$ cat src/sv/c3g_pkg.sv
package c3g_pkg;

	localparam int PIX_W     = 8;
	localparam int COEF_W    = 24;
	localparam int DIM_W     = 12;
	localparam int CFG_IDX_W = 3;
	localparam int TAPS      = 9;
	localparam int KROWS     = 3;

	localparam logic [CFG_IDX_W-1:0] REG_COEF_TOP    = 3'd0;
	localparam logic [CFG_IDX_W-1:0] REG_COEF_MIDDLE = 3'd1;
	localparam logic [CFG_IDX_W-1:0] REG_COEF_BOTTOM = 3'd2;
	localparam logic [CFG_IDX_W-1:0] REG_WIDTH       = 3'd3;
	localparam logic [CFG_IDX_W-1:0] REG_HEIGHT      = 3'd4;

	localparam logic [COEF_W-1:0] COEF_TOP_RST    = 24'h000000;
	localparam logic [COEF_W-1:0] COEF_MIDDLE_RST = 24'h000100;
	localparam logic [COEF_W-1:0] COEF_BOTTOM_RST = 24'h000000;
	localparam logic [DIM_W-1:0]  WIDTH_RST       = 12'd640;
	localparam logic [DIM_W-1:0]  HEIGHT_RST      = 12'd480;

	localparam int QDEPTH = 4;
	localparam int QCNT_W = $clog2(QDEPTH + 1);

	typedef logic [PIX_W-1:0] pix_t;

	typedef struct packed {
		pix_t [TAPS-1:0] win;
		logic            zero;
		logic            last;
	} c3g_job_t;

	typedef struct packed {
		logic [COEF_W-1:0] bot;
		logic [COEF_W-1:0] mid;
		logic [COEF_W-1:0] top;
	} c3g_coef_t;

endpackage

$ cat src/sv/c3g_queue.sv
module c3g_queue (
	input  logic                       clk,
	input  logic                       arst_n,
	input  logic                       push,
	input  c3g_pkg::c3g_job_t          push_job,
	input  logic                       pop,
	output c3g_pkg::c3g_job_t          pop_job,
	output logic                       q_valid,
	output logic [c3g_pkg::QCNT_W-1:0] count
);
	import c3g_pkg::*;

	localparam int PW = $clog2(QDEPTH);

	c3g_job_t          mem_q [QDEPTH];
	logic [PW-1:0]     wr_q, rd_q;
	logic [QCNT_W-1:0] cnt_q;

	always_ff @(posedge clk or negedge arst_n) begin
		if (!arst_n) begin
			wr_q  <= '0;
			rd_q  <= '0;
			cnt_q <= '0;
		end else begin
			if (push) begin
				wr_q <= wr_q + PW'(1);
			end
			if (pop) begin
				rd_q <= rd_q + PW'(1);
			end
			if (push && !pop) begin
				cnt_q <= cnt_q + QCNT_W'(1);
			end else if (pop && !push) begin
				cnt_q <= cnt_q - QCNT_W'(1);
			end
		end
	end

	always_ff @(posedge clk) begin
		if (push) begin
			mem_q[wr_q] <= push_job;
		end
	end

	assign pop_job = mem_q[rd_q];
	assign q_valid = cnt_q != '0;
	assign count   = cnt_q;

endmodule

$ cat config.mk
export PLATFORM = sky130hd
export DESIGN_NAME = c3g_queue
export DESIGN_NICKNAME = d
export VERILOG_FILES = /design/src/sv/c3g_pkg.sv /design/src/sv/c3g_queue.sv
export SDC_FILE = /design/constraint.sdc
export NUM_CORES = 1
export LEC_CHECK = 0
export BUFFER_PORTS_ARGS = -buffer_cell sky130_fd_sc_hd__buf_2
export CAP_MARGIN = 5
export CORE_MARGIN = 2
export CORE_UTILIZATION = 37
export DETAILED_ROUTE_END_ITERATION = 10
export SETUP_SLACK_MARGIN = 0.4
export SKIP_CTS_REPAIR_TIMING = 1
export SLEW_MARGIN = 20
export SYNTH_ARGS = -nofsm -noshare
export SYNTH_HDL_FRONTEND = slang
export SYNTH_SLANG_ARGS = --single-unit
$ cat constraint.sdc
create_clock -name clk -period 3.13 [get_ports clk]
set_clock_uncertainty 0.15 [all_clocks]
set_input_delay 0.626 -clock clk [delete_from_list [all_inputs] [get_ports clk]]
set_output_delay 0.626 -clock clk [all_outputs]
set_load 0.02 [all_outputs]
==> results.sh, run 1 <==
export IMPL_grt_antenna_before_repair=1
export IMPL_detail_route_antenna_nets=0
export IMPL_grt_pass1_vias=5312
export IMPL_hpwl_um=11700
export IMPL_htree_levels=1
export IMPL_num_rows=63
export IMPL_tightestPinTransition_ns=0.483
export IMPL_ir_drop_v=0.000615
export IMPL_final_hold_viol_count=0
export IMPL_p_total_uw=13800
export IMPL_wl_per_cell_um=21.0
export IMPL_gp_congestion=0.675
export IMPL_min_from="push_job[0]"
export IMPL_firstDrtPassIters=4
export IMPL_synth_xor_area_share_pct=0.473
export IMPL_rsz0062_at_grt="true"
export IMPL_mappedNetlistArea_um2=11100
export IMPL_grtUsageMet1_pct=17.5
export IMPL_io_pins=156
export IMPL_cap_violations=0
export IMPL_slowest_delay_ns=0.55
export IMPL_clock_root_buffer="clkbuf_16"
export IMPL_synth_top_cell_area_share_pct=80.0
export IMPL_ys_types=19
export IMPL_synth_nets=504
export IMPL_fin_crit_sh_pct=89.6
export IMPL_fp_coreArea_um2=29600
export IMPL_crit_type="flop to output port"
export IMPL_avgSynthCellArea_um2=26.5
export IMPL_end_kind="output port"
export IMPL_cts_made_buffers=30
export IMPL_pwr_density_cell_nw_per_um2=1000
export IMPL_use_met2_pct=21.7
export IMPL_wl_um=21600
export IMPL_hold_path_endpoint="mem_q[3][0]"
export IMPL_cp_num_buf_inv=3
export IMPL_cp_arrival_ns=2.03
export IMPL_busiest_layer="met2"
export IMPL_synth_area_leaders="edfxtp_1 (80%), mux4_2 (15%), dfrtp_1 (1.6%)"
export IMPL_synthMuxAreaShare_pct=15.1
export IMPL_period_needed_ns=2.80
export IMPL_grt_use_total_pct=13.0
export IMPL_grtUsageMet3_pct=2.76
export IMPL_run_status="finished, final reports clean"
export IMPL_nets=702
export IMPL_whs_path_depth=1
export IMPL_die_w_um=177
export IMPL_drive_gt1_share_pct=47.3
export IMPL_critical_path_slowest_cell="mux4_2"
export IMPL_syn_inst=420
export IMPL_critPathTopFamily="multiplexers"
export IMPL_start_util_pct=37.5
export IMPL_slew_viol_final=0
export IMPL_clkTransAtPathRegs_ns=0.06
export IMPL_synth_simple_gate_area_share_pct=0.383
export IMPL_rr_endpoint="mem_q[0][51]"
export IMPL_clk_path_buf_depth=3
export IMPL_drt_initial_drc_count=316
export IMPL_via_per_inst=4.83
export IMPL_overflow=0
export IMPL_ys_warn_count=0
export IMPL_crit_chain="buf_12 -> buf_16 -> mux4_2 -> buf_6"
export IMPL_die_area_um2=31400
export IMPL_netlist_top_cell_by_area="edfxtp_1"
export IMPL_regToRegSetupSlack_ns=1.30
export IMPL_setup_viol=0
export IMPL_synth_seq_cells=303
export IMPL_synth_top_family_by_area="multiplexers"
export IMPL_synth_fa_ha_area_share_pct=0.743
export IMPL_hold_path_class="input port to flop"
export IMPL_power_leakage_uw=0.00474
export IMPL_vias=4979
export IMPL_insertion_delay_ns=0.54
export IMPL_rr_worst_depth=4
export IMPL_worstPathMaxFanout=7
export IMPL_cts_tree="yes"
export IMPL_port_buffers=155
export IMPL_critical_path_startpoint_type="flop"
export IMPL_fmax_mhz=357
export IMPL_die_h_um=177
export IMPL_clock_sinks=303
export IMPL_seq_area_frac_synth_pct=81.6
export IMPL_slew_headroom_pct=67.8
export IMPL_grt_max_degree=75
export IMPL_grt_pass1_wl_um=31000
export IMPL_drc=0
export IMPL_worstReg2RegStart="wr_q[0]"
export IMPL_synth_compound_gate_area_share_pct=0.0450
export IMPL_cp_data_required_time_ns=2.35
export IMPL_area_growth_pct=24.2
export IMPL_setup_tns_final_ns=0
kinds of logic after synthesis:
group | count (synthesis)
buffers and inverters | 21
AOI/OAI and AO/OA | 1
DFF | 303
and+or+nand+nor | 8
xor gates and xnor gates | 6
muxes | 75
adders and majority gates | 6
cells in the final DEF, fill, tap and decap left out, types with 2 or more instances in the layout:
master     instances
ha_1               5
xnor2_1            2
dfrtp_1            5
mux4_2            74
clkinv_1           5
buf_4              9
buf_2            122
clkbuf_16         36
buf_6             35
nand2_1            2
and2_4             4
buf_12             7
clkbuf_1           9
buf_16             2
bufinv_16          2
clkinv_2           7
edfxtp_1         296
inv_1              4
dfrtp_4            2
buf_8              2
xor2_1             4
cell usage after synthesis:
cell and instances:
mux4_2 74, mux2_2 1, and2_1 4, xnor2_1 2
o21ai_0 1, buf_2 6, buf_12 5, edfxtp_1 296
ha_1 5, xor2_1 4, nor2_1 1, fa_1 1
or3_1 1, inv_1 4, dfrtp_1 7, nand2_1 2
buf_6 1, buf_4 3, clkbuf_1 2
per-layer routing:
layer	wire, um	up-vias	share of wire (%)
met5	0	-	0
met4	361	0	1.7
met3	1380	35	6.4
met2	10600	148	49
met1	9320	2587	43
li1	-	2209	-
power by group:
group	total (uW)	internal, uW	switching (uW)
clock	3380	1960	1420
sequential	5530	5320	219
combinational	4890	2320	2580
total	13800	9600	4210
flip-flops by register name (all words and copies together) (netlist names):
register and flops:
mem_q 296, count 3, rd_q 2, wr_q 2
layout make-up:
| type | instances | area, um2 |
|---|---|---|
| multi-input combinational | 96 | 1870 |
| timing repair buffer | 183 | 1430 |
| inverter | 4 | 15.0 |
| sequential | 303 | 9070 |
| tap | 390 | 488 |
| clock inverter | 14 | 114 |
| clock buffer | 40 | 810 |
| antenna | 1 | 2.50 |
| fill | 2522 | 15800 |
metrics by stage:
step | setup WS, ns | area [um2] | util (%) | instances | hold WS [ns]
after global placement | 0.652 | 12400 | 41.8 | 958 | 0.319
after global routing | 0.254 | 13800 | 46.6 | 1030 | 0.127
final | 0.326 | 13800 | 46.6 | 1031 | 0.148
after floorplan | 0.982 | 11100 | - | 420 | 0.180
after CTS | 0.0327 | 13300 | 44.9 | 1012 | -0.240
after detailed placement | 0.634 | 12400 | 41.8 | 958 | 0.326
worst register-to-register path: cells and delay by family, from the launching register on:
family                     cells  cell delay [ns]
buffers and inverters          2             0.50
DFF                            1             0.43
and+or+nand+nor                1             0.20
adders and majority gates      1             0.14
worst max-delay path by stage:
stage | from | end | slack, ns | depth (start not counted)
final | rd_q[0] | pop_job[51] | 0.33 | 4
after global routing | rd_q[0] | pop_job[35] | 0.25 | 4
after CTS | rd_q[0] | pop_job[19] | 0.03 | 3
after detailed placement | rd_q[0] | pop_job[19] | 0.63 | 3
after global placement | rd_q[0] | pop_job[51] | 0.65 | 3
after floorplan | push | mem_q[1][0] | 0.98 | 1
Note: power is estimated with default switching activity, not from simulation.
==> inputs of run 2 (changes only) <==
--- a/config.mk
+++ b/config.mk
@@ -7,10 +7,11 @@
 export LEC_CHECK = 0
 export BUFFER_PORTS_ARGS = -buffer_cell sky130_fd_sc_hd__buf_2
 export CAP_MARGIN = 5
+export CORE_ASPECT_RATIO = 1.1
 export CORE_MARGIN = 2
 export CORE_UTILIZATION = 37
 export DETAILED_ROUTE_END_ITERATION = 10
-export SETUP_SLACK_MARGIN = 0.4
+export SETUP_SLACK_MARGIN = 0.2
 export SKIP_CTS_REPAIR_TIMING = 1
 export SLEW_MARGIN = 20
 export SYNTH_ARGS = -nofsm -noshare
==> results.sh, run 2 (synthesized netlist as in run 1, its figures left out) <==
export IMPL_gp_congestion=0.674
export IMPL_grtUsageMet1_pct=16.4
export IMPL_setup_viol=0
export IMPL_cp_data_required_time_ns=2.35
export IMPL_largest_register="mem_q"
export IMPL_min_from="push_job[21]"
export IMPL_run_status="finished, final reports clean"
export IMPL_largest_reg_flops=296
export IMPL_die_area_um2=31400
export IMPL_power_frac_clock_pct=27.5
export IMPL_pre_cts_slack_ns=0.509
export IMPL_end_kind="output port"
export IMPL_switching_share_pct=30.6
export IMPL_worstReg2RegStart="wr_q[0]"
export IMPL_grtUsageMet3_pct=3.93
export IMPL_io_pins=156
export IMPL_overflow=0
export IMPL_power_leakage_uw=0.00462
export IMPL_slew_headroom_pct=66.8
export IMPL_power_switching_uw=4100
export IMPL_layout_commonest_cell="edfxtp_1"
export IMPL_instances_no_fill=1007
export IMPL_detail_route_antenna_nets=0
export IMPL_clock_root_buffer="clkbuf_16"
export IMPL_die_h_um=186
export IMPL_port_buffers=155
export IMPL_layout_setup_ws_ns=0.283
export IMPL_whs_path_depth=1
export IMPL_drt_initial_drc_count=329
export IMPL_via_per_inst=4.98
export IMPL_clk_path_buf_depth=3
export IMPL_final_hold_viol_count=0
export IMPL_power_frac_comb_pct=30.6
export IMPL_start_util_pct=37.6
export IMPL_cp_arrival_ns=2.07
export IMPL_period_needed_ns=2.85
export IMPL_internal_power_uw=9280
export IMPL_use_met2_pct=23.2
export IMPL_dp_cells=943
export IMPL_cap_violations=0
export IMPL_fp_coreArea_um2=29600
export IMPL_busiest_layer="met2"
export IMPL_area_growth_pct=21.4
export IMPL_nets=695
export IMPL_wl_um=21100
export IMPL_antenna_cells=0
export IMPL_rr_endpoint="mem_q[0][51]"
export IMPL_pwr_density_cell_nw_per_um2=992
export IMPL_grt_pass1_vias=5498
export IMPL_insertion_delay_ns=0.49
export IMPL_fill_cells=2506
export IMPL_fin_crit_sh_pct=90.9
export IMPL_clock_sinks=303
export IMPL_regToRegSetupSlack_ns=1.22
export IMPL_critical_path_startpoint_type="flop"
export IMPL_rr_worst_depth=4
export IMPL_fmax_mhz=351
export IMPL_final_cell_mix="edfxtp_1 (296), buf_2 (155), mux4_2 (74)"
export IMPL_grt_use_total_pct=13.4
export IMPL_worstPathMaxFanout=26
export IMPL_die_w_um=169
export IMPL_grt_max_degree=75
export IMPL_wl_per_cell_um=21.0
export IMPL_pwr_share_seq_pct=41.9
export IMPL_slew_viol_final=0
export IMPL_vias=5010
export IMPL_hpwl_um=12000
export IMPL_tightestPinTransition_ns=0.498
export IMPL_clkTransAtPathRegs_ns=0.06
export IMPL_drive_gt1_share_pct=47.1
export IMPL_firstDrtPassIters=4
export IMPL_grt_antenna_before_repair=2
export IMPL_drc=0
export IMPL_hold_path_class="input port to flop"
export IMPL_cts_made_buffers=34
export IMPL_grt_pass1_wl_um=31500
export IMPL_crit_type="flop to output port"
export IMPL_rsz0062_at_grt="true"
export IMPL_num_rows=66
export IMPL_hold_path_endpoint="mem_q[3][21]"
export IMPL_cts_tree="yes"
export IMPL_htree_levels=2
export IMPL_ir_drop_v=0.000443
[run 2: changes by cell type in the layout (fill, tap and decap cells not counted), moves of 2 or more]
| cell | before | now |
|---|---|---|
| clkbuf_1 | 9 | 7 |
| buf_6 | 35 | 0 |
| clkinvlp_4 | 0 | 2 |
| buf_4 | 9 | 7 |
| buf_2 | 122 | 155 |
| buf_16 | 2 | 0 |
| clkinv_2 | 7 | 5 |
[run 2: area by class of cell]
cell class / count / area, um2 / area share [%]
well taps: 374 / 468 / 3.47
clock inverters: 14 / 97.6 / 0.724
inverters: 4 / 15.0 / 0.111
multi-input cells: 96 / 1870 / 13.9
repair buffers: 172 / 1010 / 7.51
clock buffers: 44 / 952 / 7.06
flip-flops and latches: 303 / 9070 / 67.3
[run 2: power by group through the flow]
stage                     sequential (uW)  clock (uW)  combinational, uW
final                                5600        3680               4090
after global routing                 5670        3960               4400
after CTS                            5670        3800               4100
after detailed placement             5750           0               4080
after global placement               5700           0               4050
after floorplan                      5550           0               2950
[run 2: layer usage]
layer / up-vias / part of all wire (%)
met3: 30 / 6.1
met4: 4 / 1.8
met5: - / 0.099
met2: 136 / 51
met1: 2654 / 41
li1: 2186 / -
[run 2: worst max-delay path by stage]
stage / from / end / cells after the start
final: rd_q[0] / pop_job[67] / 3
after floorplan: push / mem_q[1][0] / 1
after CTS: rd_q[0] / pop_job[67] / 3
after global placement: rd_q[0] / pop_job[67] / 3
after global routing: rd_q[0] / pop_job[67] / 3
after detailed placement: rd_q[0] / pop_job[67] / 3
[run 2: per-stage QoR]
stage          utilization (%)  hold WS [ns]  cell area (um2)  setup TNS [ns]  total power (uW)
6_report                  45.6         0.193            13500               0             13400
3_5_place_dp              41.9         0.341            12400               0              9830
4_1_cts                   45.4        -0.188            13400         -0.0535             13600
2_1_floorplan                -         0.180            11100               0              8490
5_1_grt                   45.6         0.168            13500               0             14000
3_3_place_gp              41.9         0.325            12400               0              9750
[run 2: critical path: stages, from the launching register on]
cell,delay [ns]
dfrtp_4,0.54
buf_12,0.27
mux4_2,0.57
buf_2,0.18
