File: config.mk
export PLATFORM = sky130hd
export DESIGN_NAME = c3g_back
export DESIGN_NICKNAME = d
export VERILOG_FILES = /design/src/sv/c3g_pkg.sv /design/src/sv/c3g_back.sv
export SDC_FILE = /design/constraint.sdc
export NUM_CORES = 1
export LEC_CHECK = 0
export ABC_AREA = 1
export BUFFER_PORTS_ARGS = -buffer_cell sky130_fd_sc_hd__buf_2
export CAP_MARGIN = 20
export CORE_MARGIN = 3
export CORE_UTILIZATION = 66
export DETAILED_ROUTE_END_ITERATION = 16
export PLACE_DENSITY = 0.89
export SLEW_MARGIN = 20
export SYNTH_ARGS = -nofsm -noshare
export SYNTH_HDL_FRONTEND = slang
export SYNTH_SLANG_ARGS = --single-unit
File: constraint.sdc
create_clock -name clk -period 6.3 [get_ports clk]
set_clock_uncertainty 0.05 [all_clocks]
set_input_delay 1.26 -clock clk [delete_from_list [all_inputs] [get_ports clk]]
set_output_delay 1.26 -clock clk [all_outputs]
set_load 0.05 [all_outputs]
File: src/sv/c3g_pkg.sv
package c3g_pkg;

	localparam int PIX_W     = 8;
	localparam int COEF_W    = 24;
	localparam int DIM_W     = 12;
	localparam int CFG_IDX_W = 3;
	localparam int TAPS      = 9;
	localparam int KROWS     = 3;

	localparam logic [CFG_IDX_W-1:0] REG_COEF_TOP    = 3'd0;
	localparam logic [CFG_IDX_W-1:0] REG_COEF_MIDDLE = 3'd1;
	localparam logic [CFG_IDX_W-1:0] REG_COEF_BOTTOM = 3'd2;
	localparam logic [CFG_IDX_W-1:0] REG_WIDTH       = 3'd3;
	localparam logic [CFG_IDX_W-1:0] REG_HEIGHT      = 3'd4;

	localparam logic [COEF_W-1:0] COEF_TOP_RST    = 24'h000000;
	localparam logic [COEF_W-1:0] COEF_MIDDLE_RST = 24'h000100;
	localparam logic [COEF_W-1:0] COEF_BOTTOM_RST = 24'h000000;
	localparam logic [DIM_W-1:0]  WIDTH_RST       = 12'd640;
	localparam logic [DIM_W-1:0]  HEIGHT_RST      = 12'd480;

	localparam int QDEPTH = 4;
	localparam int QCNT_W = $clog2(QDEPTH + 1);

	typedef logic [PIX_W-1:0] pix_t;

	typedef struct packed {
		pix_t [TAPS-1:0] win;
		logic            zero;
		logic            last;
	} c3g_job_t;

	typedef struct packed {
		logic [COEF_W-1:0] bot;
		logic [COEF_W-1:0] mid;
		logic [COEF_W-1:0] top;
	} c3g_coef_t;

endpackage

File: src/sv/c3g_back.sv
module c3g_back (
	input  logic                      clk,
	input  logic                      arst_n,
	input  c3g_pkg::c3g_coef_t        coef,
	input  logic                      q_valid,
	input  c3g_pkg::c3g_job_t         pop_job,
	output logic                      pop,
	output logic                      out_valid,
	input  logic                      out_ready,
	output logic [c3g_pkg::PIX_W-1:0] pixel_out,
	output logic                      frame_end
);
	import c3g_pkg::*;

	logic [KROWS-1:0][COEF_W-1:0] rows;
	pix_t [TAPS-1:0]  coef_b;
	pix_t [TAPS-1:0]  prod;
	pix_t [TAPS-1:0]  prod_s1;
	logic             v_s1, zero_s1, last_s1;
	logic             adv_out, adv_s1;
	pix_t             sum;

	assign rows = {coef.bot, coef.mid, coef.top};

	always_comb begin
		for (int r = 0; r < KROWS; r++) begin
			for (int c = 0; c < KROWS; c++) begin
				coef_b[r*KROWS + c] = rows[r][c*PIX_W +: PIX_W];
			end
		end
	end

	assign adv_out = !out_valid || out_ready;
	assign adv_s1  = !v_s1 || adv_out;
	assign pop     = q_valid && adv_s1;

	always_ff @(posedge clk or negedge arst_n) begin
		if (!arst_n) begin
			v_s1      <= 1'b0;
			out_valid <= 1'b0;
		end else begin
			if (adv_s1) begin
				v_s1 <= q_valid;
			end
			if (adv_out) begin
				out_valid <= v_s1;
			end
		end
	end

	// low byte of each product is all the wrapped sum needs
	always_comb begin
		for (int k = 0; k < TAPS; k++) begin
			prod[k] = PIX_W'(coef_b[k] * pop_job.win[k]);
		end
	end

	always_ff @(posedge clk) begin
		if (pop) begin
			prod_s1 <= prod;
			zero_s1 <= pop_job.zero;
			last_s1 <= pop_job.last;
		end
	end

	always_comb begin
		sum = '0;
		for (int k = 0; k < TAPS; k++) begin
			sum = sum + prod_s1[k];
		end
	end

	always_ff @(posedge clk) begin
		if (adv_out && v_s1) begin
			pixel_out <= zero_s1 ? '0 : sum;
			frame_end <= last_s1;
		end
	end

endmodule

==> metrics, run 1 <==
setup bufs post-CTS=0; fmax=between 200 and 250 MHz; Final Hold Viols=0; Residual DRC=0; die extent in x=between 100 and 150 um; Hold WS=389.3 ps; largest net degree at the start of global routing=75; Crit path required time=6350 ps; Min Clock Period, post-route=4619 ps; CTS Buf Count=9; Hold Crit Depth=0; final setup fails=0; min-delay src=last_s1$_DFFE_PP_; slowest CP cell=fa_1; Clock power frac=0.088; Rel. slew slack=0.3630; Ports=approximately 160; hold_buf cts=0; worst r2r path cells=16; DRT Pass-1 Iters=6; Die Span Y=146.9 um; GP Congestion=0.9165; CP dominant cell by count=nand2_1; DIE AREA=~0.022 mm^2; P_sw=2.820 mW; clk root buf=clkbuf_16; VDD IR max=484.2 uV; Least-Margin Pin Slew=955.5 ps; CTS tree=yes; # port buffers=between 150 and 200; n_diodes=0; GRT Total Usage=0.2571; Avg Cell Area, Syn=about 7.8 um^2; Pleak=9.120 nW; DR vias=10,440; cells taking the most area after synthesis=fa_1 (23%), edfxtp_1 (19%), inv_1 (16%), ha_1 (15%), nand2_1 (14%); Reg power frac=0.176; Final Non-Filler Cells=between 2,000 and 2,500; area occupied by registers=approximately 0.0025 mm^2; DR vias/cell=4.968; start of the worst register-to-register path=prod_s1[3]$_DFFE_PP_; Post-synth EDFFs=83; most frequent cell after synthesis=inv_1; RSZ-0062 raised after global routing=no; max-cap violations=0; dominant synthesized flop cell=edfxtp_1; worst slack, placed=1308 ps; Final nets=2,291; Critical Path Sink Type=flip-flop; std cell rows=50; Post-Syn Instances=1,684; vias in the first global route=10,760; Synth Net Count=approximately 2,100; grt ovf=0; HPWL after detailed placement=23.11 mm; hold path endpoint=frame_end$_DFFE_PP_; Routed WL per cell=12.89 um; placed insts=2,085; Cell Area, Placed=between 0.01 and 0.015 mm^2; YS warnings=0; fin area=0.01440 mm^2; Area growth syn-to-layout=9.985%; setup slack, reg-to-reg=2220 ps; status=complete, no violations; first-pass GRT wire length=~46 mm; post-synthesis register bit count=85; crit-path cells=buf_2, nand2_1, inv_1, fa_1, fa_1, inv_1, fa_1, inv_1, fa_1, ha_1, a21oi_1, nand2_1, or2_1, nand2_1, inv_1, nand2_1, nand2_1, nor2_1, nor2_1; critical path fanouts, max=6; Antenna Nets Post-Route=0; max-slew violation count=0; switching part of the total=0.5061; post-route setup slack=1681 ps; Cell Pwr Density=~390 mW/mm^2; Setup CP Type=in2reg; TNS Setup=0 ps; Critical Path Start Type=input pin; Worst EP arrival=4670 ps; CP startpoint=pop_job[28]; Clock Path Buffers=2; First DRT Iteration DRCs=534; Clock Latency Late Sink=approximately 340 ps; Multi-input gate area=roughly 0.0083 mm^2; Post-Syn Area=0.01310 mm^2; cell accounting for the most synthesized area=fa_1; Clock Sinks=85; slowest stage delay, CP=around 540 ps; share of cells above drive strength 1=0.09940; Initial Util=0.6863; WP buf/inv=5; Internal=2.752 mW; register area share after synthesis=0.1942; combinational power share=0.736; Async SR Flop Fraction=0.02353; post-CTS sizing=0; Top delay family on crit path=adder cells; number of antenna violations at the first check in global routing=0; Worst-path clk slew=60 ps; final WL=27.07 mm; Synth top cells by count=inv_1 (559), nand2_1 (498), fa_1 (153); H-Tree Depth=3; core region area=approximately 0.019 mm^2; Final period util=0.7332; r2r endpoint=pixel_out[7]$_SDFFCE_PP0P_; share of the synthesized area in the top cell type=0.2339; fillers=1,352; worst min-delay path class=reg2reg; Unique masters post-synth=28
[metrics by stage]
| step | utilization | power [mW] |
|---|---|---|
| floorplan | - | 3.960 |
| global route | 0.7548 | 6.219 |
| global placement | 0.7404 | 4.710 |
| CTS | 0.7548 | 5.574 |
| finish | 0.7548 | 5.572 |
| detailed placement | 0.7404 | 4.999 |
[layout by cell type, fill, tap and decap left out, types with 2 or more instances in the layout]
master | synthesis | routed
or2_1 | 3 | 3
o21ai_0 | 11 | 11
a21oi_1 | 20 | 20
nand3_1 | 43 | 43
clkinv_2 | 0 | 2
inv_2 | 1 | 2
nand2_1 | 498 | 498
buf_2 | 18 | 160
edfxtp_1 | 83 | 83
nand2b_1 | 2 | 2
ha_1 | 152 | 152
inv_1 | 559 | 558
dfrtp_1 | 2 | 2
nor2_1 | 20 | 20
xnor2_1 | 55 | 55
clkbuf_16 | 0 | 9
fa_1 | 153 | 153
nand3b_1 | 10 | 10
xor2_1 | 43 | 43
[flip-flops by register name, indices dropped and copies added (netlist names)]
signal,count
prod_s1,72
v_s1,1
out_valid,1
pixel_out,8
zero_s1,1
frame_end,1
last_s1,1
[power groups by stage]
stage               combinational [mW]  clock, mW  sequential, mW
floorplan                         2.91          0            1.05
finish                            4.10      0.493           0.978
global route                      4.71      0.521           0.992
CTS                               4.10      0.500           0.979
global placement                  3.73          0           0.981
detailed placement                4.01          0           0.990
[kinds of logic (layout without fill, tap and decap cells)]
logic type	count (synthesis)	in the layout	share of synthesized area
AND/OR/NAND/NOR	579	579	0.1749
adder cells (fa/ha/maj)	305	305	0.3791
XOR/XNOR	101	101	0.07013
buffers and inverters	580	737	0.1683
flip-flops	85	85	0.1942
AO/OA/AOI/OAI	34	34	0.01347
[routing by layer]
metal	global-route usage	vias to the layer above	wire length [um]
met3	0.03917	75	1611
met4	0.09548	0	966
met5	0	-	0
met2	0.4895	363	14370
met1	0.2887	4871	10130
li1	-	5128	-
[worst register-to-register path, stage by stage, from the launching register on]
cell,delay (ps)
edfxtp_1,480
fa_1,680
inv_1,90
fa_1,480
fa_1,450
fa_1,540
inv_1,50
ha_1,330
a21o_1,220
nand2_1,60
nand3_1,100
inv_1,70
nand2_1,50
nand2_1,70
nand2_1,50
nand2_1,50
nor2_1,30
[worst max path at each step]
stage | end | slack [ps] | cells after the start
floorplan | prod_s1[39]$_DFFE_PP_ | 1660 | 20
global placement | prod_s1[31]$_DFFE_PP_ | 1440 | 19
detailed placement | prod_s1[31]$_DFFE_PP_ | 1310 | 19
CTS | prod_s1[31]$_DFFE_PP_ | 1680 | 19
global route | prod_s1[31]$_DFFE_PP_ | 1460 | 19
finish | prod_s1[31]$_DFFE_PP_ | 1680 | 19
[layout make-up]
cell class,instances,area share
inverter,560,0.1459
sequential,85,0.1765
tap,260,0.02259
clock inverter,7,0.003475
multi-input combinational,1019,0.5797
timing repair buffer,161,0.05612
clock buffer,9,0.01564
No activity file was read; power rests on OpenSTA's default activity.
==> run 2, diff against run 1 <==
Settings changed: CORE_UTILIZATION 66 to 55, PLACE_DENSITY 0.89 to 0.79.
Clock period 6.3 ns to 4.1 ns, I/O delays scaled along.
==> run 2 against run 1 <==
Compared with the run above:
- core utilization down 7.6 points
- via count grew 2.1%
- critical path depth fell by 1
- clock power up 78%
- combinational power increased by 71%
- sequential power is 53% higher
- count of clock-buffer cells in the layout unchanged
- global-route usage fell by 3.8 points
- first-iteration DRC count rose by 3.0%
- register-to-register slack worse by 2100 ps
- critical path type unchanged
- critical endpoint is now prod_s1[71]$_DFFE_PP_
- largest power group unchanged
- highest routed layer unchanged
==> metrics, run 2 (same netlist as run 1, synthesis figures left out) <==
most flop-heavy register=prod_s1; fmax=247.9 MHz; std cell rows=55 (+10%); Residual DRC=0 (unchanged); Least-Margin Pin Slew=947.6 ps (-7.880 ps); Ports=161 (unchanged); commonest cells after routing, fill and taps aside=inv_1 (545), nand2_1 (487), buf_2 (150); grt ovf=0 (unchanged); Initial Util=0.5697 (-0.1166); # port buffers=160 (unchanged); P_sw=4.595 mW (+63%); DR vias=10,660 (+2.1%); slowest stage delay, CP=590 ps (+50 ps); max-slew violation count=0 (unchanged); fillers=1,817 (+34%); Crit path required time=4160 ps (-2190 ps); Min Clock Period, post-route=4034 ps; CTS tree=yes; RSZ-0062 raised after global routing=yes; share of cells above drive strength 1=0.1757 (+0.07634); First DRT Iteration DRCs=550 (+3.0%); Critical Path Start Type=input pin; switching part of the total=0.4893 (-0.01680); vias in the first global route=10,900 (+1.3%); status=complete, no violations; Worst-path clk slew=70 ps (about the same); Rel. slew slack=0.3682 (+0.005254); critical path fanouts, max=3 (-3); Multi-input gate area=0.008557 mm^2 (+2.5%); core region area=0.02298 mm^2 (+20%); largest net degree at the start of global routing=75 (unchanged); Clock power frac=0.093 (+0.005); max-cap violations=0 (unchanged); final setup fails=0 (unchanged); Clock Sinks=85 (unchanged); CTS Buf Count=9 (unchanged); Die Span Y=160.3 um (+9.2%); final core utilization=0.6787 (-0.07616); Setup CP Type=in2reg; Clock Latency Late Sink=350 ps (about the same); WP buf/inv=5 (unchanged); first-pass GRT wire length=47.40 mm (+2.9%); Pleak=9.658 nW (+5.9%); Final Hold Viols=0 (unchanged); Antenna Nets Post-Route=0 (unchanged); biggest regs=prod_s1 x72, pixel_out x8; Clock Path Buffers=2 (unchanged); Worst EP arrival=4100 ps (-570 ps); Final nets=2,397 (+4.6%); max FFs per register=72 (unchanged); commonest non-fill, non-tap cell in the layout=inv_1; Reg power frac=0.159 (-0.017); Cell Pwr Density=602.0 mW/mm^2 (+56%); TNS Setup=0 ps (unchanged); area occupied by registers=0.002542 mm^2 (unchanged); number of antenna violations at the first check in global routing=1 (+1); HPWL after detailed placement=23.10 mm (about the same); GRT Total Usage=0.2191 (-0.03797); crit-path cells=buf_6, nand2_2, inv_2, fa_2, fa_1, inv_1, fa_1, inv_2, fa_1, ha_4, a21oi_2, nand2_2, xnor2_2, nand3_1, nand2_1, inv_1, nand2_1, nand2_1; DRT Pass-1 Iters=6 (unchanged); Internal=4.796 mW (+74%); VDD IR max=938.6 uV (+94%); GP Congestion=0.8735 (-4.7%); final WL=27.75 mm (+2.5%); slowest CP cell=fa_1; clk root buf=clkbuf_16; H-Tree Depth=3 (unchanged); Area growth syn-to-layout=19.12%; Final period util=0.9839; Top delay family on crit path=adder cells; worst min-delay path class=in2async; DIE AREA=0.02570 mm^2 (+19%); die extent in x=160.3 um (+9.2%); Routed WL per cell=12.28 um (-4.7%); Overall Power=9.391 mW (+69%); combinational power share=0.747 (+0.011); Critical Path Sink Type=flip-flop; DR vias/cell=4.717 (-5.0%)
run 2: power groups by stage:
stage	Combinational, mW	Sequential [mW]	Clock (mW)
floorplan	4.53	1.61	0
CTS	6.55	1.50	0.882
global placement	6.06	1.51	0
global route	8.03	1.52	0.919
finish	7.02	1.50	0.877
detailed placement	6.40	1.51	0
run 2: worst reg2reg max path: cells and delay by family (launching register included):
kind	cells	cell delay (ps)
fa+ha+maj	6	2630
flops	1	420
simple gates	4	290
compound gates	2	200
buf+inv	3	180
run 2: layer usage:
metal | global-route usage | share of wire | vias to the layer above | routed length, um
met5 | 0 | 0 | - | 0
met1 | 0.2650 | 0.40 | 4998 | 11100
met4 | 0.05128 | 0.019 | 0 | 530
met3 | 0.03198 | 0.053 | 39 | 1465
li1 | - | - | 5332 | -
met2 | 0.4114 | 0.53 | 292 | 14660
run 2: cell type report:
type                            instances  share of cell area
Antenna cell                            1           0.0001604
Tap cell                              313             0.02511
Clock inverter                          6            0.005695
Sequential cell                        85              0.1630
Clock buffer                            9             0.01444
Timing Repair Buffer                  267              0.1083
Multi-Input combinational cell       1019              0.5486
Inverter                              560              0.1348
run 2: worst paths after layout:
check | startpoint | cells past startpoint | slack [ps] | endpoint
min in group clk | last_s1$_DFFE_PP_ | 0 | 390 | frame_end$_DFFE_PP_
worst max-delay path | coef[65] | 18 | 70 | prod_s1[71]$_DFFE_PP_
worst max register to register | prod_s1[57]$_DFFE_PP_ | 15 | 160 | pixel_out[6]$_SDFFCE_PP0P_
max in group asynchronous | arst_n | 1 | 3710 | v_s1$_DFFE_PN0N_
worst min-delay path | arst_n | 1 | 200 | out_valid$_DFFE_PN0P_
worst min register to register | last_s1$_DFFE_PP_ | 0 | 390 | frame_end$_DFFE_PP_
run 2: per-stage QoR:
stage	hold WS (ps)	instance area [um^2]	worst slack, ps	std cells
floorplan	350.3	13170	-8.485	1684
global placement	357.4	15030	-211.1	2240
detailed placement	357.3	15030	-352.1	2240
CTS	188.7	15340	18.47	2255
global route	190.9	15600	-128.7	2260
finish	195.6	15600	65.99	2260
run 2: repair_timing:
action / CTS / global route
resized for setup: 1 / 65
pin swaps: 0 / 43
endpoints found under the setup margin: 1 / 8
setup buffers: 0 / 4
hold buffers: 0 / 0
==> run 3, diff against run 2 <==
Settings changed: REMOVE_ABC_BUFFERS set to 1.
==> run 3 against run 2 <==
Compared with the run above:
- sequential share of layout area decreased by 0.082 points
- register-to-register slack hardly changed
- count of clock-buffer cells in the layout grew 1
- first-iteration DRC count up 3.6%
- sequential power hardly changed
- via count down 0.49%
- core utilization rose by 0.34 points
- cell count about the same
- clock power grew 6.3%
- hold slack worse by 2.6 ps
- power decreased by 0.44%
- critical path type unchanged
==> metrics, run 3 (same netlist as run 1, synthesis figures left out) <==
Final nets=2,397 (unchanged); setup slack, reg-to-reg=160 ps (about the same); max-slew violation count=0 (unchanged); Final Hold Viols=0 (unchanged); critical path fanouts, max=3 (unchanged); final setup fails=0 (unchanged); HPWL after detailed placement=23.06 mm (-0.16%); Min Clock Period, post-route=4020 ps (-13.95 ps); max FFs per register=72 (unchanged); # port buffers=160 (unchanged); Crit path required time=4160 ps (about the same); DRT Pass-1 Iters=7 (+1); share of cells above drive strength 1=0.1808 (+0.005046); fillers=1,836 (+1.0%); Final period util=0.9805 (-0.003401); worst r2r path cells=17 (+2); Pleak=9.663 nW (about the same); Worst-path clk slew=60 ps (about the same); first-pass GRT wire length=47.08 mm (-0.67%); Rel. slew slack=0.3567 (-0.01157); commonest cells after routing, fill and taps aside=inv_1 (542), nand2_1 (482), buf_2 (154); Clock Latency Late Sink=340 ps (about the same); First DRT Iteration DRCs=570 (+3.6%); biggest regs=prod_s1 x72, pixel_out x8; Die Span Y=160.3 um (unchanged); status=complete, no violations; Worst EP arrival=4080 ps (-20 ps); Area growth syn-to-layout=19.72%; Critical Path End=prod_s1[31]$_DFFE_PP_; Residual DRC=0 (unchanged); Final Non-Filler Cells=2,261 (+0.044%); RSZ-0062 raised after global routing=yes; DR vias=10,610 (-0.49%); largest net degree at the start of global routing=75 (unchanged); std cell rows=55 (unchanged); CP startpoint=pop_job[30]; vias in the first global route=10,910 (+0.11%); most flop-heavy register=prod_s1; H-Tree Depth=3 (unchanged); GP Congestion=0.8571 (-1.9%); Antenna Nets Post-Route=0 (unchanged); max-cap violations=0 (unchanged); Clock Path Buffers=2 (unchanged); CTS tree=yes; r2r endpoint=pixel_out[6]$_SDFFCE_PP0P_; CTS Buf Count=9 (unchanged); grt ovf=0 (unchanged); die extent in x=160.3 um (unchanged); Clock Sinks=85 (unchanged); placed insts=2,234 (-0.27%); Critical Path Start Type=input pin; clk root buf=clkbuf_16; DR vias/cell=4.692 (-0.53%); final WL=27.66 mm (-0.32%); commonest non-fill, non-tap cell in the layout=inv_1; hold_buf cts=0 (unchanged); worst min-delay path class=in2async; VDD IR max=982.3 uV (+4.7%); Setup CP Type=in2reg; GRT Total Usage=0.2189 (about the same); start of the worst register-to-register path=prod_s1[18]$_DFFE_PP_; fmax=248.8 MHz (+0.35%); core region area=0.02298 mm^2 (unchanged); Routed WL per cell=12.23 um (-0.37%); Ports=161 (unchanged); Hold WS=193.0 ps (-2.597 ps); Critical Path Sink Type=flip-flop; DIE AREA=0.02570 mm^2 (unchanged); Initial Util=0.5697 (unchanged); Cell Pwr Density=596.4 mW/mm^2 (-0.94%); Least-Margin Pin Slew=965.0 ps (+17.36 ps); number of antenna violations at the first check in global routing=1 (unchanged)
[run 3: critical path: stages]
cell and delay (ps):
buf_6 80, buf_6 90, nand2_2 60, fa_1 560
inv_2 50, ha_4 260, inv_2 30, fa_1 530
inv_1 50, fa_1 550, ha_4 220, a21oi_2 120
nand2_1 70, or2_1 210, nand2_1 90, nand3_1 60
nand2_1 80, nand2_1 60, inv_1 60, nor2_1 40
[run 3: metrics by stage]
step                  util  worst slack [ps]  TNS, ps  power (mW)  area, um^2
floorplan                -            -84.57   -100.3       6.063       12990
global placement    0.6494            -276.9    -1242       7.517       14930
detailed placement  0.6494            -327.8    -2012       7.840       14930
CTS                 0.6642             21.89        0       8.911       15270
global route        0.6821            -84.99   -132.9       10.52       15680
finish              0.6821             79.93        0       9.350       15680
[run 3: how the worst min path moves through the flow]
stage | depth (start not counted) | endpoint | start
after floorplan | 0 | frame_end$_DFFE_PP_ | last_s1$_DFFE_PP_
after global placement | 0 | frame_end$_DFFE_PP_ | last_s1$_DFFE_PP_
after detailed placement | 0 | frame_end$_DFFE_PP_ | last_s1$_DFFE_PP_
after CTS | 1 | v_s1$_DFFE_PN0N_ | arst_n
after global routing | 1 | v_s1$_DFFE_PN0N_ | arst_n
final | 1 | v_s1$_DFFE_PN0N_ | arst_n
[run 3: per-layer routing]
| layer | wire length [um] | share of wire | global-route usage | up-vias |
|---|---|---|---|---|
| met1 | 11280 | 0.41 | 0.2650 | 4984 |
| met5 | 0 | 0 | 0 | - |
| met2 | 14840 | 0.54 | 0.4170 | 248 |
| li1 | - | - | - | 5339 |
| met3 | 1194 | 0.043 | 0.03095 | 38 |
| met4 | 340 | 0.012 | 0.04024 | 0 |
[run 3: layout make-up]
class | count | area [um^2] | area share
multi-input cells | 1019 | 8603 | 0.5488
clock inverters | 6 | 111.4 | 0.007103
flip-flops and latches | 85 | 2542 | 0.1622
repair buffers | 267 | 1695 | 0.1081
clock buffers | 10 | 229.0 | 0.01461
diodes | 1 | 2.502 | 0.0001596
well taps | 313 | 391.6 | 0.02498
inverters | 560 | 2102 | 0.1341
[run 3: repair_timing]
item | CTS | global route
gates resized for setup | 0 | 84
buffers inserted | 0 | 10
setup endpoints to repair | 0 | 9
[run 3: report_power, final]
group          internal (mW)  switching [mW]
clock network          0.595           0.336
registers               1.38           0.122
logic                   2.88            4.04
